`config.mk`:
```
export PLATFORM = sky130hd
export DESIGN_NAME = ptw_level_unit
export DESIGN_NICKNAME = d
export VERILOG_FILES = /design/src/rtl/ptw_pkg.sv /design/src/rtl/ptw_level_unit.sv
export SDC_FILE = /design/constraint.sdc
export NUM_CORES = 1
export LEC_CHECK = 0
export CAP_MARGIN = 0
export CORE_AREA = 2 2 85 87
export DETAILED_ROUTE_END_ITERATION = 12
export DIE_AREA = 0 0 87 89
export DONT_BUFFER_PORTS = 1
export SYNTH_ARGS = -nofsm -noshare
export SYNTH_HDL_FRONTEND = slang
export SYNTH_SLANG_ARGS = --single-unit
export TNS_END_PERCENT = 50
```
`constraint.sdc`:
```
create_clock -name vclk -period 1.03
set_clock_uncertainty 0.2 [all_clocks]
set_input_delay 0.0515 -clock vclk [all_inputs]
set_output_delay 0.0515 -clock vclk [all_outputs]
set_load 0.01 [all_outputs]
```
`src/rtl/ptw_pkg.sv`:
```
// Shared widths, codes, the walk step record and the table word address function.
package ptw_pkg;

	localparam int unsigned PA_W = 52;
	localparam int unsigned VA_W = 48;
	localparam int unsigned ENTRY_W = 64;
	localparam int unsigned WIDX_W = 12;
	localparam int unsigned FRAME_W = 40;
	localparam int unsigned LVL_IDX_W = 9;
	localparam int unsigned MAX_ADDR_W = 16;
	localparam int unsigned TABLE_WORDS_DEF = 4096;

	localparam int unsigned BIT_PRESENT = 0;
	localparam int unsigned BIT_HUGE = 7;

	localparam logic KIND_WRITE = 1'b0;
	localparam logic KIND_XLATE = 1'b1;

	typedef enum logic [1:0] {
		PG_4K = 2'd0,
		PG_2M = 2'd1,
		PG_1G = 2'd2
	} leaf_size_t;

	// Level of the entry just read from the store.
	typedef enum logic [1:0] {
		LVL_4K = 2'd0,
		LVL_2M = 2'd1,
		LVL_1G = 2'd2,
		LVL_ROOT = 2'd3
	} level_t;

	typedef struct packed {
		logic done;
		logic present;
		leaf_size_t leaf_size;
		logic [PA_W-1:0] phys_addr;
		logic [FRAME_W-1:0] next_frame;
		logic [LVL_IDX_W-1:0] next_idx;
	} step_t;

	// Word of a table entry: (table address >> 3) + index. The table is 4KB
	// aligned, so the index fills the low nine bits with no carry.
	function automatic logic [MAX_ADDR_W-1:0] word_addr(
		input logic [FRAME_W-1:0] frame,
		input logic [LVL_IDX_W-1:0] idx
	);
		return {frame[MAX_ADDR_W-LVL_IDX_W-1:0], idx};
	endfunction

endpackage

```
`src/rtl/ptw_level_unit.sv`:
```
// Shared level unit: checks one fetched entry and forms the next pointer or the leaf address.
module ptw_level_unit import ptw_pkg::*; (
	input  level_t               level,
	input  logic [ENTRY_W-1:0]   entry,
	input  logic [VA_W-1:0]      virt_addr,
	output step_t                step
);

	always_comb begin
		step = '0;
		step.next_frame = entry[PA_W-1:12];
		if (!entry[BIT_PRESENT]) begin
			step.done = 1'b1;
		end else begin
			unique case (level)
				LVL_ROOT: begin
					step.next_idx = virt_addr[38:30];
				end
				LVL_1G: begin
					if (entry[BIT_HUGE]) begin
						step.done = 1'b1;
						step.present = 1'b1;
						step.leaf_size = PG_1G;
						step.phys_addr = {entry[PA_W-1:30], virt_addr[29:0]};
					end else begin
						step.next_idx = virt_addr[29:21];
					end
				end
				LVL_2M: begin
					if (entry[BIT_HUGE]) begin
						step.done = 1'b1;
						step.present = 1'b1;
						step.leaf_size = PG_2M;
						step.phys_addr = {entry[PA_W-1:21], virt_addr[20:0]};
					end else begin
						step.next_idx = virt_addr[20:12];
					end
				end
				LVL_4K: begin
					step.done = 1'b1;
					step.present = 1'b1;
					step.leaf_size = PG_4K;
					step.phys_addr = {entry[PA_W-1:12], virt_addr[11:0]};
				end
				default: begin
					step.done = 1'b1;
				end
			endcase
		end
	end

endmodule

```
# Yosys cells after proc, flatten, opt, wreduce, memory -nomap -nowiden

Index checks and enable logic that the tools add are counted.

Bits in registers: 0
Bits of input ports: 114
Output and inout port bits: 105
Logic and storage cells: 13

Equal/unequal tests: 3
Mux-type cells: 9
Reductions and logical operators: 1

Operators with widths:

| kind                 | number |
|---|---|
| $pmux W56 S3         | 1 |
| $mux W56             | 2 |
| $mux W55             | 1 |
| $mux W9              | 3 |
| $pmux W9 S3          | 1 |
| $eq A2 B2 Y1 const B | 2 |
| $eq A2 B1 Y1 const B | 1 |
| $logic_not A2 Y1     | 1 |
| $mux W1              | 1 |

# Logic depth before layout (Yosys ltp)

Depth after elaboration: 3
Gate-level depth with buffers: 5
Mapped depth without buffers: 3

# Worst setup path after synthesis

Ideal clock, no wire load.

Kind: in2out
Start point: input level[1]
End point: output step[54] in the netlist's numbering
Data arrival time: 977 ps
Data required time: 778 ps
Slack: -198 ps
Stages: 4
Buffers on the path: 1
Path through: nand2b_1 a211oi_2 clkbuf_1 and2_1

RTL lines:

| what               | RTL line            | source |
|---|---|---|
| start: declaration | ptw_level_unit.sv:3 | `input level_t level,` |
| end: declaration   | ptw_level_unit.sv:6 | `output step_t step` |

==> reports/qor.csv <==
stage,metric,value,unit
drt,DRC,0,
pwr,clock power share,0,
finish,layout cells sized above 1,0.209,
grt,GRT overflow,0,
floorplanning,Die ar.,7740,µm²
critical_path,crit-path max cell delay,240,ps
timing,"Min Clock Period, post-route",1120,ps
pwr,Sw Share,0.516,
drt,Post-Route WL,5.63,mm
place,routability cong.,0.691,
timing,worst setup margin,-91.4,ps
synthesis,post-synthesis cell area,1210,µm²
critical_path,Worst Setup End Kind,output pin,
clock_network,setup bufs post-CTS,0,
timing,Tightest Pin Transition,470,ps
critical_path,CP Class,in -> out,
grt,largest net degree at the start of global routing,36,
place,port bufs,0,
drt,Antenna Nets Post-Route,0,
synthesis,Ys Warns,0,
floorplanning,die width,87,µm
drt,drt first pass iters,4,
place,pre-CTS setup slack,-106,ps
floorplanning,Core Rows,30,
synthesis,Syn Area/Cell,6.23,µm²
min_path,WHS Endpoint,step[4],
grt,GRT Util Overall,0.124,
critical_path,CP arrival,870,ps
place,DP HPWL,4.30,mm
critical_path,critical path peak fanout,35,
timing,Pins Over Slew Limit,0,
pwr,Combinational Power Share,1.000,
timing,final period utilization,1.09,
synthesis,compound-cell area share of the yosys netlist,0.313,
pwr,overall power,607,µW
finish,area growth from synthesis to layout,30.2,%
min_path,Worst Hold Launch,virt_addr[25],
finish,most used cells in the layout excluding fill and tap cells,"dlygate4sd3_1 (41), nand2_1 (20), and2_1 (20)",
synthesis,Cell variety after synth,19,
min_path,HP Class,in -> out,
finish,clock buffers,0,
grt,first-pass GRT wire length,7.70,mm
critical_path,CP Launch Type,input pin,
timing,final hold violations,0,
finish,Seq Cell Count,0,
finish,Final nets,307,
timing,RSZ-0062 raised after global routing,true,
timing,final setup vio count,35,
synthesis,largest family of logic cells by synthesized area,simple AND/OR/NAND/NOR gates,
pwr,Sw Pwr,313,µW
finish,area taken by flip-flops and latches,0,µm²
pwr,power share of the sequential group,0,
pwr,pwr/cell area,384,nW/µm²
critical_path,Critical path origin,level[1],
pwr,cell-internal power,294,µW
synthesis,post-synthesis mux area share,0,
timing,relative slew slack,0.686,
finish,"final std cell area, no fill",1580,µm²
floorplanning,Die Y,89,µm
drt,Via density,4.90,
drt,Wirelength per Cell,20.6,µm
status,failing checks,negative setup slack,
synthesis,Mapped Cells,195,
drt,initial DRC count,51,
place,area of placed instances,1100,µm²
status,status,"finished, violations left",
finish,Util after Layout,0.235,
floorplanning,CORE AREA,6720,µm²
critical_path,critical path's slowest cell,a211oi_4,
grt,number of global-route vias before repair,1256,
synthesis,sequential area share after synthesis,0,
job,Max-Cap Viols,0,
pwr,Leak,0.000574,µW
synthesis,xor/xnor cell area share of the yosys netlist,0,
grt,initial antenna violation count,3,
min_path,WHS Path Cells,1,
pwr,"IR drop worst, VDD",0.000132,V
timing,fmax,0.892,GHz
floorplanning,Initial Utilization,0.181,
finish,"commonest non-fill, non-tap cell in the layout",dlygate4sd3_1,
drt,Vias,1339,
synthesis,simple-gate portion of the synthesized area,0.384,
critical_path,CP Data Required Time,780,ps
floorplanning,IO Pins,219,
synthesis,Post-Synth Adder-Cell Area,0,
synthesis,syn nets,309,
critical_path,"Critical Path, Cell by Cell","nand2b_4, a211oi_4, buf_12, and2_1",
==> per-stage QoR <==
stage | hold WS [ps] | TNS (ps) | cells
2_1_floorplan | -5.23 | -2210 | 195
3_3_place_gp | -96.9 | -1740 | 230
3_5_place_dp | -96.9 | -2560 | 230
4_1_cts | 7.82 | -2510 | 270
5_1_grt | 24.3 | -3680 | 273
6_report | 16.9 | -2160 | 273
==> cell families (layout without fill, tap and decap cells) <==
logic type	Yosys count	after routing
AND/OR/NAND/NOR	82	82
buffers and inverters	57	53
other	0	2
AO/OA/AOI/OAI	56	56
==> cell type report <==
type	count	area [µm²]
antenna	2	5.00
fill	755	5140
inverter	2	7.51
multi-input combinational	138	971
tap	80	100
timing repair buffer	51	498
==> worst max-delay path, delay by kind of cell <==
kind	cells	cell delay (ps)
simple gates	2	350
buf+inv	1	200
compound gates	1	240
==> repair_timing <==
item                                   CTS  global route
hold buffers                            40             1
setup endpoints to repair               36            49
resized for setup                        3            10
pin swaps                                2             2
endpoints found under the hold margin   40             1
==> worst max-delay path by stage <==
stage / to / slack [ps] / cells past startpoint
final: step[86] / -90 / 4
after global routing: step[95] / -130 / 4
after CTS: step[95] / -100 / 4
after detailed placement: step[96] / -110 / 4
after global placement: step[97] / -80 / 4
after floorplan: step[54] / -70 / 4
==> synthesized netlist by cell type, drive strengths merged <==
library cell | number | area share
clkbuf | 11 | 0.034
a21o | 1 | 0.0062
buf | 44 | 0.26
nor2b | 10 | 0.051
o2bb2ai | 9 | 0.065
inv | 2 | 0.0062
nor3 | 2 | 0.0082
and2 | 35 | 0.18
nor2 | 2 | 0.0062
nor3b | 9 | 0.056
a21oi | 18 | 0.074
nand2 | 20 | 0.062
nand2b | 4 | 0.021
o21a | 9 | 0.056
a22oi | 9 | 0.056
a211oi | 1 | 0.010
o22ai | 9 | 0.046
==> layer usage <==
metal / wire length [µm] / track usage
met3: 636 / 0.0545
met2: 2650 / 0.196
met4: 0 / 0
met1: 2330 / 0.168
met5: 16 / 0
==> power by group through the flow <==
stage | combinational (µW) | clock [µW] | sequential, µW
2_1_floorplan | 522 | 0 | 0
3_3_place_gp | 404 | 0 | 0
3_5_place_dp | 410 | 0 | 0
4_1_cts | 590 | 0 | 0
5_1_grt | 653 | 0.000260 | 0
6_report | 607 | 0.000260 | 0
Note: power is estimated with default switching activity, not from simulation.
